**config.mk**
```make
export PLATFORM = sky130hd
export DESIGN_NAME = newton_square_root_solver_top
export DESIGN_NICKNAME = d
export VERILOG_FILES = /design/src/nsrs_pkg.sv /design/src/nsrs_regs.sv /design/src/nsrs_dp.sv /design/src/nsrs_ctrl.sv /design/src/newton_square_root_solver_top.sv
export SDC_FILE = /design/constraint.sdc
export NUM_CORES = 2
export LEC_CHECK = 0
export BUFFER_PORTS_ARGS = -buffer_cell sky130_fd_sc_hd__buf_2
export CORE_UTILIZATION = 60
export CTS_CLUSTER_DIAMETER = 50
export DETAILED_ROUTE_END_ITERATION = 10
export GPL_ROUTABILITY_DRIVEN = 0
export PLACE_DENSITY = 0.77
export SYNTH_ARGS = -nofsm -noshare
export SYNTH_HDL_FRONTEND = slang
export SYNTH_SLANG_ARGS = --single-unit
```
**constraint.sdc**
```tcl
create_clock -name clk -period 24.4 [get_ports clk]
set_clock_uncertainty 0.2 [all_clocks]
set_input_delay 1.22 -clock clk [delete_from_list [all_inputs] [get_ports clk]]
set_output_delay 1.22 -clock clk [all_outputs]
set_load 0.005 [all_outputs]
```
**src/nsrs_pkg.sv**
```systemverilog
`timescale 1ns / 1ps
// -----------------------------------------------------------------------------
// Newton square root solver package
// Word formats, register map, outcome codes and the controller/datapath
// command and status bundles.
// -----------------------------------------------------------------------------
package nsrs_pkg;

	// Signed fixed-point word, Q8.24.
	localparam int WORD_W    = 32;
	localparam int FRAC_BITS = 24;

	// Register and result field widths.
	localparam int TGT_W     = 31;
	localparam int TOL_W     = 31;
	localparam int LIMIT_W   = 8;
	localparam int STEP_W    = 8;
	localparam int OUTCOME_W = 2;

	// Exact square of the iterate magnitude and the signed residual.
	localparam int PROD_W = 2 * WORD_W;
	// One quotient bit per division step over the whole residual.
	localparam int DIV_STEPS = PROD_W;
	localparam int DIV_CNT_W = $clog2(DIV_STEPS);
	// Exact x - quotient before saturation.
	localparam int R_W = PROD_W + 1;

	localparam logic [WORD_W-1:0] WORD_MAX = {1'b0, {(WORD_W-1){1'b1}}};
	localparam logic [WORD_W-1:0] WORD_MIN = {1'b1, {(WORD_W-1){1'b0}}};

	// Stream widths.
	localparam int IN_TDATA_W  = WORD_W;
	localparam int OUT_FIELD_W = WORD_W + STEP_W + OUTCOME_W;
	localparam int OUT_TDATA_W = ((OUT_FIELD_W + 7) / 8) * 8;

	// Register port.
	localparam int APB_ADDR_W = 4;
	localparam int APB_DATA_W = 32;
	localparam int REG_IDX_W  = APB_ADDR_W - 2;

	localparam logic [REG_IDX_W-1:0] REG_TARGET = REG_IDX_W'(0);
	localparam logic [REG_IDX_W-1:0] REG_TOL    = REG_IDX_W'(1);
	localparam logic [REG_IDX_W-1:0] REG_LIMIT  = REG_IDX_W'(2);

	localparam logic [TGT_W-1:0]   TARGET_RST = TGT_W'(33554432);
	localparam logic [TOL_W-1:0]   TOL_RST    = TOL_W'(17);
	localparam logic [LIMIT_W-1:0] LIMIT_RST  = LIMIT_W'(20);

	typedef enum logic [OUTCOME_W-1:0] {
		OUT_CONVERGED  = 2'd0,
		OUT_DERIV_ZERO = 2'd1,
		OUT_LIMIT      = 2'd2
	} outcome_t;

	typedef struct packed {
		logic [TGT_W-1:0]   target;
		logic [TOL_W-1:0]   tol;
		logic [LIMIT_W-1:0] limit;
	} cfg_t;

	typedef struct packed {
		logic     load;
		logic     capture_mag;
		logic     square;
		logic     prep;
		logic     div_step;
		logic     update;
		logic     apply;
		logic     emit;
		outcome_t outcome;
	} dp_cmd_t;

	typedef struct packed {
		logic limit_hit;
		logic x_zero;
		logic div_done;
		logic converged;
		logic out_free;
	} dp_status_t;

endpackage

```
**src/nsrs_regs.sv**
```systemverilog
`timescale 1ns / 1ps
// -----------------------------------------------------------------------------
// Newton square root solver registers
// APB register file holding target square, tolerance and iteration limit.
// -----------------------------------------------------------------------------
module nsrs_regs (
	input  logic                             clk,
	input  logic                             arst_n,
	input  logic                             psel,
	input  logic                             penable,
	input  logic                             pwrite,
	input  logic [nsrs_pkg::APB_ADDR_W-1:0]  paddr,
	input  logic [nsrs_pkg::APB_DATA_W-1:0]  pwdata,
	output logic [nsrs_pkg::APB_DATA_W-1:0]  prdata,
	output logic                             pready,
	output nsrs_pkg::cfg_t                   cfg
);
	import nsrs_pkg::*;

	logic [TGT_W-1:0]     target_q;
	logic [TOL_W-1:0]     tol_q;
	logic [LIMIT_W-1:0]   limit_q;
	logic [REG_IDX_W-1:0] reg_idx;
	logic                 wr_en;

	assign reg_idx = paddr[APB_ADDR_W-1:2];
	assign pready  = 1'b1;
	assign wr_en   = psel && penable && pwrite && pready;

	always_ff @(posedge clk or negedge arst_n) begin
		if (!arst_n) begin
			target_q <= TARGET_RST;
			tol_q    <= TOL_RST;
			limit_q  <= LIMIT_RST;
		end else if (wr_en) begin
			case (reg_idx)
				REG_TARGET: begin
					target_q <= pwdata[TGT_W-1:0];
				end
				REG_TOL: begin
					tol_q <= pwdata[TOL_W-1:0];
				end
				REG_LIMIT: begin
					limit_q <= pwdata[LIMIT_W-1:0];
				end
				default: begin
				end
			endcase
		end
	end

	always_comb begin
		case (reg_idx)
			REG_TARGET: prdata = APB_DATA_W'(target_q);
			REG_TOL:    prdata = APB_DATA_W'(tol_q);
			REG_LIMIT:  prdata = APB_DATA_W'(limit_q);
			default:    prdata = '0;
		endcase
	end

	assign cfg.target = target_q;
	assign cfg.tol    = tol_q;
	assign cfg.limit  = limit_q;

endmodule

```
**src/nsrs_dp.sv**
```systemverilog
`timescale 1ns / 1ps
// -----------------------------------------------------------------------------
// Newton square root solver datapath
// Iterate registers, squarer, bit-serial divider, update and output register.
// -----------------------------------------------------------------------------
module nsrs_dp (
	input  logic                               clk,
	input  logic                               arst_n,
	input  nsrs_pkg::cfg_t                     cfg,
	input  nsrs_pkg::dp_cmd_t                  cmd,
	output nsrs_pkg::dp_status_t               status,
	input  logic [nsrs_pkg::WORD_W-1:0]        guess,
	output logic [nsrs_pkg::OUT_TDATA_W-1:0]   m_tdata,
	output logic                               m_tvalid,
	input  logic                               m_tready
);
	import nsrs_pkg::*;

	logic [WORD_W-1:0]    x_q;
	logic [STEP_W-1:0]    n_q;
	logic [WORD_W-1:0]    xmag_q;
	logic                 xneg_q;
	logic [PROD_W-1:0]    prod_q;
	logic                 fneg_q;
	logic [PROD_W-1:0]    dq_q;
	logic [WORD_W-1:0]    rem_q;
	logic [DIV_CNT_W-1:0] div_cnt_q;
	logic [WORD_W-1:0]    xn_q;
	logic [WORD_W-1:0]    root_q;
	logic [STEP_W-1:0]    steps_q;
	outcome_t             outcome_q;
	logic                 out_valid_q;

	logic [WORD_W-1:0]    x_mag;
	logic [PROD_W:0]      f_full;
	logic [PROD_W:0]      f_neg;
	logic [PROD_W-1:0]    f_abs;
	logic [WORD_W:0]      rem_sh;
	logic [WORD_W:0]      rem_sub;
	logic                 fits;
	logic [WORD_W-1:0]    rem_next;
	logic [PROD_W-2:0]    q_mag;
	logic [R_W-1:0]       x_ext;
	logic [R_W-1:0]       q_ext;
	logic [R_W-1:0]       r_full;
	logic [R_W-WORD_W:0]  r_top;
	logic                 r_in_range;
	logic [WORD_W-1:0]    xn_d;
	logic [WORD_W:0]      diff;
	logic [WORD_W:0]      diff_neg;
	logic [WORD_W:0]      diff_abs;

	assign x_mag = x_q[WORD_W-1] ? (~x_q + WORD_W'(1)) : x_q;

	// Residual x*x - target at 2*FRAC_BITS fraction bits.
	assign f_full = {1'b0, prod_q} - (PROD_W+1)'({cfg.target, {FRAC_BITS{1'b0}}});
	assign f_neg  = ~f_full + (PROD_W+1)'(1);
	assign f_abs  = f_full[PROD_W] ? f_neg[PROD_W-1:0] : f_full[PROD_W-1:0];

	// Restoring division step: the remainder always stays below the divisor.
	assign rem_sh   = {rem_q, dq_q[PROD_W-1]};
	assign rem_sub  = rem_sh - {1'b0, xmag_q};
	assign fits     = rem_sh >= {1'b0, xmag_q};
	assign rem_next = fits ? rem_sub[WORD_W-1:0] : rem_sh[WORD_W-1:0];

	// Halving the quotient divides by 2x; the sign decides add or subtract.
	assign q_mag  = dq_q[PROD_W-1:1];
	assign x_ext  = {{(R_W-WORD_W){x_q[WORD_W-1]}}, x_q};
	assign q_ext  = R_W'(q_mag);
	assign r_full = (fneg_q ^ xneg_q) ? (x_ext + q_ext) : (x_ext - q_ext);
	assign r_top  = r_full[R_W-1:WORD_W-1];
	assign r_in_range = (&r_top) || !(|r_top);
	assign xn_d = r_in_range ? r_full[WORD_W-1:0] :
	              (r_full[R_W-1] ? WORD_MIN : WORD_MAX);

	// Step size between the saturated new iterate and the current one.
	assign diff     = {xn_q[WORD_W-1], xn_q} - {x_q[WORD_W-1], x_q};
	assign diff_neg = ~diff + (WORD_W+1)'(1);
	assign diff_abs = diff[WORD_W] ? diff_neg : diff;

	assign status.limit_hit = n_q >= cfg.limit;
	assign status.x_zero    = x_q == '0;
	assign status.div_done  = div_cnt_q == DIV_CNT_W'(DIV_STEPS - 1);
	assign status.converged = diff_abs < (WORD_W+1)'(cfg.tol);
	assign status.out_free  = !out_valid_q || m_tready;

	always_ff @(posedge clk or negedge arst_n) begin
		if (!arst_n) begin
			div_cnt_q   <= '0;
			out_valid_q <= 1'b0;
		end else begin
			if (cmd.prep) begin
				div_cnt_q <= '0;
			end else if (cmd.div_step) begin
				div_cnt_q <= div_cnt_q + DIV_CNT_W'(1);
			end
			if (cmd.emit) begin
				out_valid_q <= 1'b1;
			end else if (m_tready) begin
				out_valid_q <= 1'b0;
			end
		end
	end

	always_ff @(posedge clk) begin
		if (cmd.load) begin
			x_q <= guess;
			n_q <= '0;
		end else if (cmd.apply) begin
			x_q <= xn_q;
			n_q <= n_q + STEP_W'(1);
		end
		if (cmd.capture_mag) begin
			xmag_q <= x_mag;
			xneg_q <= x_q[WORD_W-1];
		end
		if (cmd.square) begin
			prod_q <= xmag_q * xmag_q;
		end
		if (cmd.prep) begin
			fneg_q <= f_full[PROD_W];
			dq_q   <= f_abs;
			rem_q  <= '0;
		end else if (cmd.div_step) begin
			dq_q  <= {dq_q[PROD_W-2:0], fits};
			rem_q <= rem_next;
		end
		if (cmd.update) begin
			xn_q <= xn_d;
		end
		if (cmd.emit) begin
			root_q    <= x_q;
			steps_q   <= n_q;
			outcome_q <= cmd.outcome;
		end
	end

	assign m_tvalid = out_valid_q;
	assign m_tdata  = OUT_TDATA_W'({outcome_q, steps_q, root_q});

	a_rem_below_divisor: assert property (@(posedge clk) disable iff (!arst_n)
		cmd.div_step |-> rem_q < xmag_q)
		else $error("division remainder not below divisor");

	a_update_nonzero_x: assert property (@(posedge clk) disable iff (!arst_n)
		cmd.update |-> x_q != '0)
		else $error("Newton update on a zero iterate");

	a_emit_into_free_reg: assert property (@(posedge clk) disable iff (!arst_n)
		cmd.emit |-> (!out_valid_q || m_tready))
		else $error("result overwrites an item not yet taken");

endmodule

```
**src/nsrs_ctrl.sv**
```systemverilog
`timescale 1ns / 1ps
// -----------------------------------------------------------------------------
// Newton square root solver controller
// Sequences check, square, divide and update for each Newton step.
// -----------------------------------------------------------------------------
module nsrs_ctrl (
	input  logic                   clk,
	input  logic                   arst_n,
	input  logic                   s_tvalid,
	output logic                   s_tready,
	input  nsrs_pkg::dp_status_t   status,
	output nsrs_pkg::dp_cmd_t      cmd
);
	import nsrs_pkg::*;

	typedef enum logic [2:0] {
		ST_IDLE,
		ST_CHECK,
		ST_SQUARE,
		ST_PREP,
		ST_DIV,
		ST_UPDATE,
		ST_APPLY,
		ST_FINISH
	} state_t;

	state_t   state_q;
	outcome_t outcome_q;

	always_ff @(posedge clk or negedge arst_n) begin
		if (!arst_n) begin
			state_q   <= ST_IDLE;
			outcome_q <= OUT_LIMIT;
		end else begin
			case (state_q)
				ST_IDLE: begin
					if (s_tvalid) begin
						state_q <= ST_CHECK;
					end
				end
				ST_CHECK: begin
					if (status.limit_hit) begin
						outcome_q <= OUT_LIMIT;
						state_q   <= ST_FINISH;
					end else if (status.x_zero) begin
						outcome_q <= OUT_DERIV_ZERO;
						state_q   <= ST_FINISH;
					end else begin
						state_q <= ST_SQUARE;
					end
				end
				ST_SQUARE: begin
					state_q <= ST_PREP;
				end
				ST_PREP: begin
					state_q <= ST_DIV;
				end
				ST_DIV: begin
					if (status.div_done) begin
						state_q <= ST_UPDATE;
					end
				end
				ST_UPDATE: begin
					state_q <= ST_APPLY;
				end
				ST_APPLY: begin
					if (status.converged) begin
						outcome_q <= OUT_CONVERGED;
						state_q   <= ST_FINISH;
					end else begin
						state_q <= ST_CHECK;
					end
				end
				ST_FINISH: begin
					if (status.out_free) begin
						state_q <= ST_IDLE;
					end
				end
				default: begin
					state_q <= ST_IDLE;
				end
			endcase
		end
	end

	assign s_tready = state_q == ST_IDLE;

	always_comb begin
		cmd.load        = (state_q == ST_IDLE) && s_tvalid;
		cmd.capture_mag = state_q == ST_CHECK;
		cmd.square      = state_q == ST_SQUARE;
		cmd.prep        = state_q == ST_PREP;
		cmd.div_step    = state_q == ST_DIV;
		cmd.update      = state_q == ST_UPDATE;
		cmd.apply       = state_q == ST_APPLY;
		cmd.emit        = (state_q == ST_FINISH) && status.out_free;
		cmd.outcome     = outcome_q;
	end

	a_one_item_in_flight: assert property (@(posedge clk) disable iff (!arst_n)
		(s_tvalid && s_tready) |=> !s_tready)
		else $error("second item accepted while one is being solved");

endmodule

```
**src/newton_square_root_solver_top.sv**
```systemverilog
`timescale 1ns / 1ps
// -----------------------------------------------------------------------------
// Newton square root solver
// Runs Newton-Raphson steps towards the square root of a target, Q8.24.
// -----------------------------------------------------------------------------
//
// Channel   Dir   Handshake                Payload
// s_*       in    s_tvalid / s_tready      s_tdata[31:0]  seed
// m_*       out   m_tvalid / m_tready      m_tdata[47:0]  root_estimate,
//                                          steps_taken, outcome
// APB       in    psel, penable, pwrite    0x0 target_square, 0x4 tolerance,
//                                          0x8 iteration_limit
//
// One item is solved at a time. Each Newton step runs through check, square,
// residual, the one-bit-per-cycle restoring divider, update and step-size
// test. The default iteration limit is twenty steps. Reset clears the
// controller and the output valid and loads the register reset values. A
// result waits in the output register while m_tready is low; the next item
// is taken once the result register is free to receive it.
//
// Each step computes x - (x*x - target) / (2x) exactly, truncating the quotient
// toward zero and saturating the new iterate to the signed word range. The run
// ends on a step smaller than the tolerance, on a zero iterate or at the limit.
// -----------------------------------------------------------------------------
module newton_square_root_solver_top (
	input  logic                              clk,
	input  logic                              arst_n,
	// Register port
	input  logic                              psel,
	input  logic                              penable,
	input  logic                              pwrite,
	input  logic [nsrs_pkg::APB_ADDR_W-1:0]   paddr,
	input  logic [nsrs_pkg::APB_DATA_W-1:0]   pwdata,
	output logic [nsrs_pkg::APB_DATA_W-1:0]   prdata,
	output logic                              pready,
	// Input items
	input  logic                              s_tvalid,
	output logic                              s_tready,
	input  logic [nsrs_pkg::IN_TDATA_W-1:0]   s_tdata,   // [31:0] seed
	// Result items
	output logic                              m_tvalid,
	input  logic                              m_tready,
	output logic [nsrs_pkg::OUT_TDATA_W-1:0]  m_tdata    // [31:0] root_estimate,
	                                                     // [39:32] steps_taken,
	                                                     // [41:40] outcome
);
	import nsrs_pkg::*;

	cfg_t       cfg;
	dp_cmd_t    cmd;
	dp_status_t status;

	// Configuration registers; the user must write them only between items, the block does not enforce it.
	nsrs_regs u_regs (
		.clk     (clk),
		.arst_n  (arst_n),
		.psel    (psel),
		.penable (penable),
		.pwrite  (pwrite),
		.paddr   (paddr),
		.pwdata  (pwdata),
		.prdata  (prdata),
		.pready  (pready),
		.cfg     (cfg)
	);

	// Step sequencer: decides when to stop and which outcome to report.
	nsrs_ctrl u_ctrl (
		.clk      (clk),
		.arst_n   (arst_n),
		.s_tvalid (s_tvalid),
		.s_tready (s_tready),
		.status   (status),
		.cmd      (cmd)
	);

	// Arithmetic and the output register.
	nsrs_dp u_dp (
		.clk      (clk),
		.arst_n   (arst_n),
		.cfg      (cfg),
		.cmd      (cmd),
		.status   (status),
		.guess    (s_tdata[WORD_W-1:0]),
		.m_tdata  (m_tdata),
		.m_tvalid (m_tvalid),
		.m_tready (m_tready)
	);

endmodule

```
==> summary.json <==
{
  "synthesis": {
    "asyncSetResetFlopFracSynth_pct": 21.1,
    "yosys_register_bits": 389,
    "synth_edf_count": 267,
    "leading_cell_types_by_total_area_after_synthesis": "fa_1 (27%), edfxtp_1 (14%), ha_1 (11%), inv_1 (7.3%), nand2_1 (4.0%)",
    "synthMostInstantiatedCell": "inv_1",
    "most_used_flip_flop_cell_after_synthesis": "edfxtp_1",
    "synthDominantAreaCellType": "fa_1",
    "yosys-top-cells-count": "inv_1 (1141), fa_1 (797), nand2_1 (624), nor2_1 (521), ha_1 (501)",
    "synth_warnings": 0,
    "postSynthAreaPerCell_um2": 9.07,
    "yosysTopAreaCellShare_pct": 27.2,
    "synthCells": 6466,
    "synth.lib_cells_used.distinct": 113,
    "post_synth_instance_area_um2": 58700,
    "fraction_of_the_yosys_area_taken_by_sequential_cells_pct": 18.5
  },
  "worst_setup_path": {
    "setup.worst_path.class": "register to register",
    "worstSetupStartpoint": "u_dp.xmag_q[11]$_DFFE_PP_",
    "slowest_delay_ns": 0.96,
    "required_ns": 24.52,
    "critPathCaptureType": "register",
    "worstReg2RegStart": "u_dp.xmag_q[11]$_DFFE_PP_",
    "worst_setup_path_start_kind": "register",
    "path_buf_inv": 5,
    "critical_path_peak_fanout": 18,
    "crit_path_most_repeated_cell": "fa_1",
    "cpLargestDelayFamily": "adder cells",
    "critPathSlowestCell": "clkinv_1",
    "worst-endpoint-arrival_ns": 11.14
  },
  "cts": {
    "post-cts-setup-buffers": 0,
    "clock_sink_count": 389,
    "clockBufferDepth": 3,
    "clock_root_buffer": "clkbuf_16",
    "clkTransAtPathRegs_ns": 0.07,
    "postCtsHoldBufs": 0,
    "cts_max_level": 2,
    "cts_made_buffers": 47,
    "tritoncts": "built",
    "cts_resized": 0,
    "clk_latency_ns": 0.64
  },
  "sta": {
    "max_freq_mhz": 90.8,
    "post_layout_min_period_ns": 11.01,
    "tightest_slew_ns": 1.19,
    "final-setup-viol-count": 0,
    "setup_repair_after_global_routing_missed_its_margin": "no",
    "finalHoldViolations": 0,
    "relative_slew_slack_pct": 18.4,
    "max_slew_violation_total_from_the_final_report": 0,
    "fin_setup_tns_ns": 0,
    "final_min_period_over_clock_period_pct": 45.1
  },
  "floorplan": {
    "floorplan.initialDensity_pct": 60.6,
    "die_w_um": 315,
    "rows": 114,
    "number_of_primary_i_o_pins": 158,
    "core_area_um2": 96700,
    "fp.dieH_um": 315,
    "die_area_um2": 99000
  },
  "drt": {
    "ant_nets": 0,
    "routedWlPerCell_um": 22.0,
    "avgViaCountPerCell": 6.11,
    "route.detailed.drc": 0,
    "via_count": 47800,
    "dr.first_iter.drc_count": 4367,
    "firstDrtPassIters": 9,
    "postRouteWirelength_um": 172000
  },
  "finish": {
    "area_growth_pct": 6.21,
    "layoutNonFillerInstCount": 7828,
    "seq_area_um2": 10900,
    "numnets_final": 7879,
    "filler_cells_inserted": 7789,
    "area_of_the_multi_input_gates_um2": 42500,
    "drive_gt1_share_pct": 7.52
  },
  "placement": {
    "place.port_buffers": 146,
    "placedCellCount": 7733,
    "place_hpwl_um": 134000
  },
  "grt": {
    "grt_max_degree": 92,
    "antenna_violations_before_repair": 5,
    "grt_pass1_wl_um": 268000,
    "via_count_of_the_first_global_routing_pass": 47900,
    "grtUsageTotal_pct": 35.2,
    "global_route_congestion_overflow_total": 0
  },
  "status": {
    "outcome": "complete, no violations"
  },
  "min_path": {
    "timing.hold.worst.start": "u_ctrl.outcome_q[0]$_DFFE_PN0P_",
    "hold_path_class": "register to register"
  },
  "job": {
    "max_cap_viol_count": 0
  }
}
==> through the flow <==
step                util (%)  instance area [µm²]  hold slack, ns  setup WS [ns]
global route            64.4                62300           0.286          13.08
global placement        62.8                60700           0.242          13.55
floorplan                  -                58700           0.225          15.86
CTS                     64.4                62300           0.259          13.52
finish                  64.4                62300           0.257          13.39
detailed placement      62.8                60700           0.246          13.61
==> sequential cells by signal (all words and copies together) (netlist names), 2 cells and up <==
register and count:
u_dp.div_cnt_q 6, u_regs.target_q 31, u_dp.dq_q 64, u_ctrl.outcome_q 2
u_dp.rem_q 32, u_dp.outcome_q 2, u_dp.xn_q 32, u_ctrl.state_q 3
u_dp.xmag_q 32, u_regs.limit_q 8, u_dp.steps_q 8, u_dp.x_q 32
u_dp.n_q 8, u_dp.root_q 32, u_regs.tol_q 31, u_dp.prod_q 63
==> per-layer routing <==
metal  share of wire [%]  GRT usage (%)  vias to the layer above
met5               0.011              0                        -
met4                 5.9           17.9                        2
met3                  11           8.57                      557
met2                  45           55.1                     2386
met1                  38           45.7                    23500
li1                    -              -                    21400
==> final cells by class <==
class / instances / share of cell area (%)
multi-input combinational: 4679 / 68.2
sequential: 389 / 17.5
inverter: 1157 / 6.97
tap: 1276 / 2.56
timing repair buffer: 232 / 2.21
clock buffer: 58 / 2.04
clock inverter: 30 / 0.502
antenna: 7 / 0.0281
==> final timing paths <==
kind | end | slack (ns) | cells past startpoint
max in group asynchronous | u_dp.div_cnt_q[1]$_DFFE_PN0P_ | 22.70 | 1
worst min register to register | u_dp.outcome_q[0]$_DFFE_PP_ | 0.26 | 0
worst max-delay path | u_dp.prod_q[61]$_DFFE_PP_ | 13.39 | 28
worst max register to register | u_dp.prod_q[61]$_DFFE_PP_ | 13.39 | 28
min in group asynchronous | u_ctrl.outcome_q[0]$_DFFE_PN0P_ | 0.56 | 1
worst min-delay path | u_dp.outcome_q[0]$_DFFE_PP_ | 0.26 | 0
==> worst reg2reg max path: cells and delay by family (launching register included) <==
kind                     cells  cell delay (ns)
multiplexers                 1             0.24
adder cells (fa/ha/maj)      9             3.87
XOR/XNOR                     1             0.16
AO/OA/AOI/OAI               10             3.41
buffers and inverters        5             1.73
AND/OR/NAND/NOR              2             0.78
flip-flops                   1             0.32
==> logic make-up (layout without fill, tap and decap cells) <==
kind of cell,Yosys count,after routing,synth area share (%)
other,2,15,0.0128
AO/OA/AOI/OAI,1191,1191,13.4
XOR/XNOR,397,397,5.94
buffers and inverters,1404,1477,9.18
adder cells (fa/ha/maj),1298,1298,37.9
multiplexers,93,93,1.70
flip-flops,389,389,18.5
AND/OR/NAND/NOR,1692,1692,13.3
==> cell usage in the layout (no fill, tap or decap), types with 46 or more instances in the layout <==
cell	Yosys	layout
a21oi_1	277	277
edfxtp_1	267	267
xor2_1	140	139
mux2_2	46	46
o31ai_1	48	47
ha_1	501	501
a21o_1	141	141
buf_4	16	87
nand2_1	624	623
nand4_1	51	51
xnor2_1	256	254
dfrtp_1	76	76
o21ai_0	288	288
nor2_1	521	518
buf_2	24	145
nor3_1	74	73
fa_1	797	797
clkbuf_16	0	47
inv_1	1141	1140
nand3_1	81	81
Power is left out: the tool's default activity adds up to more than one toggle a clock period on the data nets, which glitch-free logic cannot reach.
